$ cat src/rtl/hmfn_pkg.sv
// ----------------------------------------------------------------------------
// hmfn_pkg
// Shared types and constants for the heightmap face normal block.
// ----------------------------------------------------------------------------
package hmfn_pkg;

   typedef struct packed {
      logic [15:0] z00;
      logic [15:0] z10;
      logic [15:0] z01;
      logic [15:0] z11;
      logic [15:0] spacing;
      logic [7:0]  col;
      logic [11:0] row;
   } job_type;

   typedef struct packed {
      logic signed [15:0] nx;
      logic signed [15:0] ny;
      logic [14:0]        nz;
      logic [7:0]         col;
      logic [11:0]        row;
      logic               upper;
   } result_type;

   localparam logic [0:0] REG_GRID_SPACING = 1'b0;
   localparam logic [0:0] REG_ROW_LENGTH   = 1'b1;

   localparam logic [15:0] SPACING_RESET    = 16'd655;
   localparam logic [8:0]  ROW_LENGTH_RESET = 9'd201;

endpackage

$ cat src/rtl/hmfn_queue.sv
// ----------------------------------------------------------------------------
// hmfn_queue
// Two-entry job queue between the intake and the normal unit.
// ----------------------------------------------------------------------------
module hmfn_queue (
   input  logic              clock,
   input  logic              reset,
   input  logic              push,
   output logic              ready,
   input  hmfn_pkg::job_type push_job,
   output logic              valid,
   input  logic              pop,
   output hmfn_pkg::job_type pop_job
);

   hmfn_pkg::job_type entry_ff [2];
   logic       wr_ff, rd_ff;
   logic [1:0] count_ff;
   logic       do_push, do_pop;

   assign ready   = (count_ff != 2'd2);
   assign valid   = (count_ff != 2'd0);
   assign do_push = push && ready;
   assign do_pop  = pop && valid;
   assign pop_job = entry_ff[rd_ff];

   always_ff @(posedge clock) begin
      if (do_push) begin
         entry_ff[wr_ff] <= push_job;
      end
   end

   always_ff @(posedge clock) begin
      if (reset) begin
         wr_ff    <= 1'b0;
         rd_ff    <= 1'b0;
         count_ff <= 2'd0;
      end else begin
         if (do_push) begin
            wr_ff <= !wr_ff;
         end
         if (do_pop) begin
            rd_ff <= !rd_ff;
         end
         count_ff <= count_ff + {1'b0, do_push} - {1'b0, do_pop};
      end
   end

endmodule

$ cat config.mk
export PLATFORM = sky130hd
export DESIGN_NAME = hmfn_queue
export DESIGN_NICKNAME = d
export VERILOG_FILES = /design/src/rtl/hmfn_pkg.sv /design/src/rtl/hmfn_queue.sv
export SDC_FILE = /design/constraint.sdc
export NUM_CORES = 1
export LEC_CHECK = 0
export ABC_CLOCK_PERIOD_IN_PS = 3000
export BUFFER_PORTS_ARGS = -buffer_cell sky130_fd_sc_hd__buf_2
export CAP_MARGIN = 15
export CORE_ASPECT_RATIO = 0.8
export CORE_MARGIN = 4
export CORE_UTILIZATION = 40
export CTS_CLUSTER_DIAMETER = 60
export DETAILED_ROUTE_END_ITERATION = 8
export HOLD_SLACK_MARGIN = 0.06
export PLACE_DENSITY = 0.7
export SETUP_SLACK_MARGIN = 0.05
export SYNTH_ARGS = -nofsm -noshare
export SYNTH_HDL_FRONTEND = slang
export SYNTH_SLANG_ARGS = --single-unit
$ cat constraint.sdc
create_clock -name clock -period 3 [get_ports clock]
set_input_delay 0.3 -clock clock [delete_from_list [all_inputs] [get_ports clock]]
set_output_delay 0.3 -clock clock [all_outputs]
set_load 0.02 [all_outputs]
==> key figures <==
Clock network
  – PostCTS Resize Cnt: 0
  – Setup Buffers After CTS: 0
  – Worst-path clk slew: 0.06 ns
  – CTS buffer count: 21
  – Worst-skew pair later-pin latency: 0.48 ns
  – Clock root cell: clkbuf_16
  – Max H-tree Level: 1
  – Clock Sinks: 205
  – CTS tree: built
  – Clock Path Buffers: 3

Synth
  – Synth async-reset ratio: 0
  – Mapped Avg Cell Area: 22.11 um2
  – Top cell type's share of synthesized area: 0.7988
  – Post-synth top cells: edfxtp_1, mux2_1, buf_6
  – Cell Area, Synth: 7518 um2
  – Top FF cell, synth: edfxtp_1
  – Seq/Total Area, Yosys: 0.8121
  – Syn Inst Count: 340
  – Number of flops mapped to enable cells by yosys: 200
  – Yosys reg bits: 205
  – Top cell type by total area after synthesis: edfxtp_1
  – YS warnings: 0
  – Cell with the most instances after synthesis: edfxtp_1
  – Syn Nets: 445
  – Count of cell types in the netlist: 24
  – Synth area leaders: edfxtp_1, mux2_1, buf_6

Place
  – Port Buf Inserts: 205
  – Final Wtd Congestion: 0.7076
  – Dpl hpwl: 9446 um

Setup path
  – Crit Path Class: flip-flop to output pin
  – Cell Chain, Critical Path: buf_12 -> mux2_1 -> buf_2
  – CP top delay family: flip-flops
  – FF-to-FF End: entry_ff[1][7]$_DFFE_PP_
  – Crit Path Max Fanout: 43
  – R2r worst-path depth: 3
  – Slowest CP cell: dfxtp_4
  – Critical path buffers and inverters: 2
  – Crit end category: output pin
  – CP endpoint: pop_job[47]
  – Levels on crit path: 3
  – Worst endpoint required time: 2.70 ns
  – Worst EP arrival: 1.99 ns
  – Startpoint types: flip-flop
  – Delay of the slowest cell on the worst path: 0.63 ns
  – R2R Setup Slk: 1.02 ns
  – Worst flop-to-flop path startpoint: count_ff[0]$_SDFF_PP0_

Timing
  – Hold Fails Final Rpt: 0
  – Post-route minimum period: 2.287 ns
  – Setup TNS after final layout: 0 ns
  – Crit share post-route: 0.7623
  – RSZ-0062 raised after global routing: no
  – Setup violators final: 0
  – Hold WS: 0.2180 ns
  – Final Slew Violations: 0
  – Least-Margin Pin Slew: 0.7621 ns
  – Relative slew margins: 0.4920
  – Final setup skew: 0.009869 ns
  – Achievable Freq: 437.3 MHz

Power and ir drop
  – Pleak: 3.970 nW
  – PwrDens: 741.8 nW/um2
  – Peak VDD IR: 0.4377 mV

GRT
  – GRT busiest layer: met2
  – Global-route wire length before repair: 23650 um
  – Met2 GRT Util: 0.2557
  – Initial antenna violation count: 0
  – Met3 usage: 0.04516
  – Grt ovf: 0
  – Number of global-route vias before repair: 4625
  – GRT Util Overall: 0.1421
  – M1 GR Usage: 0.1670
  – Largest net degree at the start of global routing: 58

Final layout
  – Area delta synth->final: 39.89%
  – Diode count: 0
  – # nets final: 770
  – Fill cells: 1409
  – Layout cells sized above 1: 0.3623

Floorplanning
  – Die area: 21070 um2
  – Initial Util: 0.4113
  – Core box area: 18280 um2
  – IO Count: 206
  – Cell Rows: 44
  – Die Span X: 161.3 um
  – Die Y: 130.6 um

Routing
  – Vias: 4234
  – Post-route DRC violation count: 0
  – Routed WL per cell: 16.44 um
  – Detailed-router iteration count before antenna repair: 4
  – DR vias/cell: 4.543
  – Final wirelength: 15320 um
  – Remaining antenna violation count: 0
  – 1st-iter DRT viols: 163

Flow run
  – # Max-Cap Violations: 0

Worst hold path
  – Beginning of the worst hold path: push
  – HP Class: input port to flip-flop
  – Worst Hold Depth: 3

Outcome
  – Outcome: complete, no violations
## cells in the final DEF, fill, tap and decap left out, types with 2 or more instances in the layout
cell type,netlist,layout
buf_12,0,2
buf_2,0,205
buf_4,1,5
bufinv_16,0,3
clkbuf_1,0,4
clkbuf_16,0,21
clkinv_1,0,5
clkinv_2,0,2
clkinvlp_4,0,2
dfxtp_1,5,4
dlygate4sd3_1,0,101
edfxtp_1,200,200
mux2_1,100,100
nor2_1,4,4
nor2b_1,2,2
## tightest hold or removal path, cell delays in order
cell,delay [ns]
buf_2,0.16
a21bo_1,0.13
a21oi_1,0.05
## registers in the layout (all words and copies together), names as in the netlist, named ones only
register  cells
rd_ff         1
wr_ff         1
entry_ff    200
count_ff      2
## area by class of cell
| type | instances | area, um2 | area share |
|---|---|---|---|
| Sequential cell | 205 | 6110 | 0.5809 |
| Timing Repair Buffer | 313 | 2115 | 0.2010 |
| Multi-Input combinational cell | 123 | 1294 | 0.1230 |
| Clock buffer | 25 | 540.5 | 0.05139 |
| Tap cell | 253 | 316.6 | 0.03010 |
| Clock inverter | 12 | 135.1 | 0.01285 |
| Inverter | 1 | 7.507 | 0.0007138 |
## cell families after synthesis
| logic type | after synthesis | share of synthesized area |
|---|---|---|
| muxes | 100 | 0.1498 |
| AOI/OAI and AO/OA | 6 | 0.005823 |
| buffers and inverters | 12 | 0.01648 |
| and+or+nand+nor | 15 | 0.01298 |
| adders and majority gates | 1 | 0.001664 |
| DFF | 205 | 0.8121 |
| xor gates and xnor gates | 1 | 0.001165 |
## routing by layer
layer	vias to the layer above	share of wire
li1	2002	-
met1	2046	0.40
met2	154	0.50
met3	32	0.073
met4	0	0.028
met5	-	0
## how the worst min path moves through the flow
| stage | end |
|---|---|
| after floorplan | wr_ff$_SDFFE_PP0P_ |
| after global placement | rd_ff$_SDFFE_PP0P_ |
| after detailed placement | entry_ff[1][2]$_DFFE_PP_ |
| after CTS | wr_ff$_SDFFE_PP0P_ |
| after global routing | wr_ff$_SDFFE_PP0P_ |
| final | wr_ff$_SDFFE_PP0P_ |
## power breakdown
group          internal [mW]  total, mW  switching (mW)  leakage [nW]
sequential              3.48       3.59           0.112          1.91
combinational          0.675       1.69            1.02          1.73
clock                   1.54       2.52           0.977         0.326
total                   5.70       7.80            2.11          3.97
## metrics by stage
step | worst slack [ns] | instances | instance area [um2] | utilization | power (mW)
after floorplan | 0.3154 | 340 | 7523 | - | 4.726
after global placement | 1.082 | 794 | 8831 | 0.4832 | 5.222
after detailed placement | 1.003 | 794 | 8831 | 0.4832 | 5.250
after CTS | 0.6603 | 932 | 10520 | 0.5754 | 7.901
after global routing | 0.6014 | 932 | 10520 | 0.5754 | 8.165
final | 0.7132 | 932 | 10520 | 0.5754 | 7.802
## timing repair
action	4_1_cts	5_1_grt
hold buffers	101	0
endpoints found under the hold margin	205	0
setup endpoints to repair	0	0
Power figures use the tool's default switching activity.
