==> config.mk <==
export PLATFORM = sky130hd
export DESIGN_NAME = hmfn_back
export DESIGN_NICKNAME = d
export VERILOG_FILES = /design/src/rtl/hmfn_pkg.sv /design/src/rtl/hmfn_back.sv
export SDC_FILE = /design/constraint.sdc
export NUM_CORES = 2
export LEC_CHECK = 0
export BUFFER_PORTS_ARGS = -buffer_cell sky130_fd_sc_hd__buf_2
export CORE_MARGIN = 2
export CORE_UTILIZATION = 57
export CTS_CLUSTER_DIAMETER = 200
export DETAILED_ROUTE_END_ITERATION = 6
export GPL_ROUTABILITY_DRIVEN = 1
export GPL_TIMING_DRIVEN = 1
export PLACE_DENSITY = 0.81
export SYNTH_ARGS = -nofsm -noshare
export SYNTH_HDL_FRONTEND = slang
export SYNTH_SLANG_ARGS = --single-unit
==> constraint.sdc <==
create_clock -name clock -period 7.3 [get_ports clock]
set_input_delay 1.095 -clock clock [delete_from_list [all_inputs] [get_ports clock]]
set_output_delay 1.095 -clock clock [all_outputs]
set_load 0.005 [all_outputs]
==> src/rtl/hmfn_pkg.sv <==
// ----------------------------------------------------------------------------
// hmfn_pkg
// Shared types and constants for the heightmap face normal block.
// ----------------------------------------------------------------------------
package hmfn_pkg;

   typedef struct packed {
      logic [15:0] z00;
      logic [15:0] z10;
      logic [15:0] z01;
      logic [15:0] z11;
      logic [15:0] spacing;
      logic [7:0]  col;
      logic [11:0] row;
   } job_type;

   typedef struct packed {
      logic signed [15:0] nx;
      logic signed [15:0] ny;
      logic [14:0]        nz;
      logic [7:0]         col;
      logic [11:0]        row;
      logic               upper;
   } result_type;

   localparam logic [0:0] REG_GRID_SPACING = 1'b0;
   localparam logic [0:0] REG_ROW_LENGTH   = 1'b1;

   localparam logic [15:0] SPACING_RESET    = 16'd655;
   localparam logic [8:0]  ROW_LENGTH_RESET = 9'd201;

endpackage

==> src/rtl/hmfn_back.sv <==
// ----------------------------------------------------------------------------
// hmfn_back
// Normal unit: squares, then per component a bit-serial divide and a
// digit-by-digit square root, rounding, and the result register.
// ----------------------------------------------------------------------------
module hmfn_back (
   input  logic                 clock,
   input  logic                 reset,
   input  logic                 job_valid,
   input  hmfn_pkg::job_type    job,
   output logic                 job_pop,
   output logic                 out_valid,
   input  logic                 out_pop,
   output hmfn_pkg::result_type out_data
);

   typedef enum logic [6:0] {
      S_IDLE   = 7'b0000001,
      S_SQUARE = 7'b0000010,
      S_SUM    = 7'b0000100,
      S_DIV    = 7'b0001000,
      S_ROOT   = 7'b0010000,
      S_ROUND  = 7'b0100000,
      S_OUT    = 7'b1000000
   } state_type;

   state_type            state_ff, state_in;
   logic                 tri_ff, tri_in;
   logic [1:0]           k_ff, k_in;
   logic [4:0]           step_ff, step_in;
   logic [15:0]          mag_ff [3];
   logic [2:0]           neg_ff;
   logic [31:0]          sq_ff [3];
   logic [33:0]          sum_ff;
   logic [34:0]          rem_ff;
   logic [30:0]          quo_ff;
   logic [30:0]          v_ff;
   logic [31:0]          res_ff;
   logic [31:0]          bit_ff;
   logic [15:0]          comp_ff [3];
   logic                 out_valid_ff, out_valid_in;
   hmfn_pkg::result_type out_ff;

   logic [16:0] da, db;
   logic [34:0] rem_sub;
   logic        qbit;
   logic [31:0] t;
   logic        take;
   logic [16:0] rnd;
   logic [15:0] r;
   logic        out_free;

   always_comb begin
      if (tri_ff) begin
         da = {1'b0, job.z01} - {1'b0, job.z11};
         db = {1'b0, job.z00} - {1'b0, job.z01};
      end else begin
         da = {1'b0, job.z00} - {1'b0, job.z10};
         db = {1'b0, job.z10} - {1'b0, job.z11};
      end
      qbit    = rem_ff >= 35'(sum_ff);
      rem_sub = qbit ? rem_ff - 35'(sum_ff) : rem_ff;
      t       = res_ff + bit_ff;
      take    = 32'(v_ff) >= t;
      rnd     = (17'(res_ff) + 17'd1) >> 1;
      r       = rnd[15:0];
      out_free = !out_valid_ff || out_pop;
   end

   always_comb begin
      state_in     = state_ff;
      tri_in       = tri_ff;
      k_in         = k_ff;
      step_in      = step_ff;
      out_valid_in = out_valid_ff && !out_pop;
      job_pop      = 1'b0;
      case (state_ff)
         S_IDLE: begin
            if (job_valid) begin
               k_in     = 2'd0;
               state_in = S_SQUARE;
            end
         end
         S_SQUARE: begin
            k_in = k_ff + 2'd1;
            if (k_ff == 2'd2) begin
               k_in     = 2'd0;
               state_in = S_SUM;
            end
         end
         S_SUM: begin
            step_in  = 5'd0;
            state_in = S_DIV;
         end
         S_DIV: begin
            step_in = step_ff + 5'd1;
            if (step_ff == 5'd30) begin
               step_in  = 5'd0;
               state_in = S_ROOT;
            end
         end
         S_ROOT: begin
            step_in = step_ff + 5'd1;
            if (step_ff == 5'd15) begin
               state_in = S_ROUND;
            end
         end
         S_ROUND: begin
            step_in = 5'd0;
            if (k_ff == 2'd2) begin
               state_in = S_OUT;
            end else begin
               k_in     = k_ff + 2'd1;
               state_in = S_DIV;
            end
         end
         S_OUT: begin
            if (out_free) begin
               out_valid_in = 1'b1;
               tri_in       = !tri_ff;
               job_pop      = tri_ff;
               state_in     = S_IDLE;
            end
         end
         default: begin
            state_in = S_IDLE;
         end
      endcase
   end

   always_ff @(posedge clock) begin
      case (state_ff)
         S_IDLE: begin
            mag_ff[0] <= da[16] ? 16'(-da) : da[15:0];
            mag_ff[1] <= db[16] ? 16'(-db) : db[15:0];
            mag_ff[2] <= job.spacing;
            neg_ff    <= {1'b0, db[16], da[16]};
         end
         S_SQUARE: begin
            sq_ff[k_ff] <= 32'(mag_ff[k_ff]) * 32'(mag_ff[k_ff]);
         end
         S_SUM: begin
            sum_ff <= 34'(sq_ff[0]) + 34'(sq_ff[1]) + 34'(sq_ff[2]);
            rem_ff <= 35'(sq_ff[0]);
            quo_ff <= '0;
         end
         S_DIV: begin
            rem_ff <= rem_sub << 1;
            quo_ff <= {quo_ff[29:0], qbit};
            if (step_ff == 5'd30) begin
               v_ff   <= {quo_ff[29:0], qbit};
               res_ff <= '0;
               bit_ff <= 32'h4000_0000;
            end
         end
         S_ROOT: begin
            if (take) begin
               v_ff   <= 31'(32'(v_ff) - t);
               res_ff <= (res_ff >> 1) + bit_ff;
            end else begin
               res_ff <= res_ff >> 1;
            end
            bit_ff <= bit_ff >> 2;
         end
         S_ROUND: begin
            comp_ff[k_ff] <= neg_ff[k_ff] ? 16'(-r) : r;
            rem_ff        <= 35'(sq_ff[(k_ff == 2'd2) ? 2'd2 : k_ff + 2'd1]);
            quo_ff        <= '0;
         end
         S_OUT: begin
            if (out_free) begin
               out_ff.nx    <= comp_ff[0];
               out_ff.ny    <= comp_ff[1];
               out_ff.nz    <= comp_ff[2][14:0];
               out_ff.col   <= job.col;
               out_ff.row   <= job.row;
               out_ff.upper <= tri_ff;
            end
         end
         default: begin
         end
      endcase
   end

   always_ff @(posedge clock) begin
      if (reset) begin
         state_ff     <= S_IDLE;
         tri_ff       <= 1'b0;
         k_ff         <= 2'd0;
         step_ff      <= 5'd0;
         out_valid_ff <= 1'b0;
      end else begin
         state_ff     <= state_in;
         tri_ff       <= tri_in;
         k_ff         <= k_in;
         step_ff      <= step_in;
         out_valid_ff <= out_valid_in;
      end
   end

   assign out_valid = out_valid_ff;
   assign out_data  = out_ff;

endmodule

==> out/metrics.csv <==
stage,metric,value,unit
placement,GPL Wtd Cong,0.936,
clock_network,clock sinks,485,
critical_path,Critical Path AT,7400,ps
clock_network,clock root buffer,clkbuf_16,
route,total number of vias,26200,
floorplan,# IOs,174,
synthesis,yosys synthesis warning count,0,
global_routing,largest net degree at the start of global routing,84,
global_routing,Total GRT Usage,24.6,%
floorplan,Die Wd,258,µm
route,First-pass DRT Iterations,6,
clock_network,TritonCTS clock tree,done,
route,drt via density,5.75,
hold_path,Hold Startpoint,comp_ff[0][0],
timing,crit path time final,7060,ps
synthesis,"Avg Cell Area, Syn",10.6,µm²
critical_path,critical path startpoint category,flip-flop,
hold_path,worst hold path endpoint,out_data[52],
status,status,"complete, no violations",
critical_path,Worst Setup End Kind,flip-flop,
placement,Post-DP Area,38800,µm²
critical_path,critical path's slowest cell,fa_1,
critical_path,"most used cell, CP",inv_1,
final_layout,"commonest non-fill, non-tap cell in the layout",edfxtp_1,
final_layout,Final Util,64.3,%
floorplan,Die H,258,µm
floorplan,Die ar.,66400,µm²
synthesis,Synth Flop Type,edfxtp_1,
final_layout,n_diodes,0,
synthesis,async set-or-reset flop fraction in the synthesized netlist,0,%
synthesis,"Cell Area, Synth",36700,µm²
critical_path,Reg-to-Reg End,sq_ff[0][31],
final_layout,layout overhead on the synthesized area,11.0,%
global_routing,initial antenna violation count,1,
timing,FMAX,0.142,GHz
timing,Worst Tran Pin Value,1010,ps
clock_network,hold_buf cts,0,
timing,final setup fails,0,
clock_network,clock tree buffer depth,3,
placement,Post-DP HPWL,62100,µm
critical_path,R2R Setup Slk,240,ps
critical_path,Crit path largest cell delay,550,ps
placement,Port Buf Inserts,173,
timing,clock skew,48.7,ps
timing,Hold Fails Final Rpt,0,
hold_path,HP Class,reg -> reg,
timing,Final Cycle Share,96.7,%
synthesis,Synth Register Bits,485,
floorplan,Core Area,63300,µm²
global_routing,vias in the first global route,25600,
hold_path,hold path depth,0,
final_layout,Final #Nets,4262,
route,routed wire length per instance,18.1,µm
critical_path,crit path kind,reg -> reg,
synthesis,Synth cell types,93,
clock_network,Skew-Pair Late Insertion Delay,630,ps
route,Iter 0 DRT Violations,2086,
route,Antenna Nets Post-Route,0,
route,DRC errors left,0,
critical_path,WP data required,7640,ps
critical_path,reg2reg path depth,28,
global_routing,first-pass GRT wire length,132000,µm
synthesis,"EDFF count, synth",467,
flow_run,Max Cap Viol,0,
synthesis,post-synthesis sequential area ratio,39.2,%
final_layout,fraction of layout cells with a size suffix above 1,11.9,%
critical_path,Critical Path Fanout Max,8,
global_routing,total gr overflow,0,
final_layout,most frequent cells in the layout,"edfxtp_1 (467), inv_1 (412), ha_1 (300)",
final_layout,fin area,40700,µm²
route,final wirelength,82400,µm
floorplan,row count,92,
timing,Final Slew Violations,0,
clock_network,Worst-path clk slew,60,ps
synthesis,Post-Syn Instances,3452,
timing,slew margin rel.,32.7,%
floorplan,Starting Density,57.9,%
clock_network,# H-tree levels,2,
clock_network,TritonCTS Buffers,52,
timing,final hold slack,404,ps
[layout make-up]
type,count,area (µm²)
fillers,4810,22600
multi-input cells,2451,20500
flip-flops and latches,485,14400
inverters,420,1580
repair buffers,244,1450
clock buffers,60,1330
well taps,846,1060
clock inverters,38,387
[worst max-delay path: cells and delay by family (launching register included)]
kind                       cells  cell delay (ps)
adders and majority gates      7             3270
AOI/OAI and AO/OA              9             1900
buffers and inverters          8              620
DFF                            1              370
muxes                          1              310
and+or+nand+nor                2              220
xor gates and xnor gates       1               90
[routing by layer]
layer  track usage (%)  up-vias  share of wire [%]
met5                 0        -              0.016
met4              6.50        2                2.3
met3              3.19      130                6.1
met2              41.5      853                 48
met1              33.9    12600                 43
li1                  -    12600                  -
[synthesized netlist by cell type (48+ instances only)]
| library cell | number | area (µm²) |
|---|---|---|
| a21o_1 | 76 | 571 |
| a21oi_1 | 194 | 971 |
| a31oi_1 | 48 | 300 |
| and2_1 | 64 | 400 |
| clkbuf_1 | 71 | 267 |
| edfxtp_1 | 467 | 14000 |
| fa_1 | 202 | 4040 |
| ha_1 | 302 | 3780 |
| inv_1 | 415 | 1560 |
| nand2_1 | 246 | 923 |
| nand3_1 | 54 | 270 |
| nor2_1 | 254 | 953 |
| nor3_1 | 57 | 285 |
| o21ai_0 | 156 | 781 |
| xnor2_1 | 165 | 1450 |
| xor2_1 | 105 | 920 |
[flip-flops by register name, indices dropped and copies added, names as in the netlist, named ones only]
name	cells
bit_ff	16
comp_ff	47
k_ff	2
mag_ff	48
neg_ff	2
out_data	68
out_valid	1
quo_ff	30
rem_ff	35
res_ff	32
sq_ff	124
state_ff	7
step_ff	5
sum_ff	34
tri_ff	1
v_ff	31
[cell families after synthesis]
| group | count (synthesis) | share of synthesized area [%] |
|---|---|---|
| muxes | 75 | 3.12 |
| DFF | 485 | 39.2 |
| AOI/OAI and AO/OA | 754 | 13.6 |
| other | 1 | 0.0102 |
| adders and majority gates | 504 | 21.3 |
| and+or+nand+nor | 845 | 10.9 |
| xor gates and xnor gates | 270 | 6.45 |
| buffers and inverters | 518 | 5.39 |
[what timing repair did]
action | in CTS | in global routing
buffers inserted | 0 | 2
gates resized for setup | 2 | 32
hold endpoints to repair | 0 | 0
setup endpoints to repair | 8 | 47
pin swaps | 0 | 2
cloned | 0 | 1
[worst max path at each step]
| stage | start | to | slack (ps) |
|---|---|---|---|
| 2_1_floorplan | flip-flop | sq_ff[0][31] | 60 |
| 3_3_place_gp | flip-flop | sq_ff[2][30] | -3 |
| 3_5_place_dp | flip-flop | sq_ff[3][30] | -50 |
| 4_1_cts | flip-flop | sq_ff[0][31] | 40 |
| 5_1_grt | flip-flop | sq_ff[0][31] | -50 |
| 6_report | flip-flop | sq_ff[0][31] | 240 |
[metrics by stage]
stage / worst slack [ps] / cells / TNS [ps]
3_3_place_gp: -2.87 / 4443 / -11.5
4_1_cts: 44.7 / 4541 / 0
3_5_place_dp: -49.3 / 4443 / -361
5_1_grt: -46.6 / 4544 / -157
6_report: 238 / 4544 / 0
2_1_floorplan: 60.4 / 3454 / 0
Power is not shown: default switching activity piles up to over one toggle a cycle in this logic, so the estimate is an artifact.
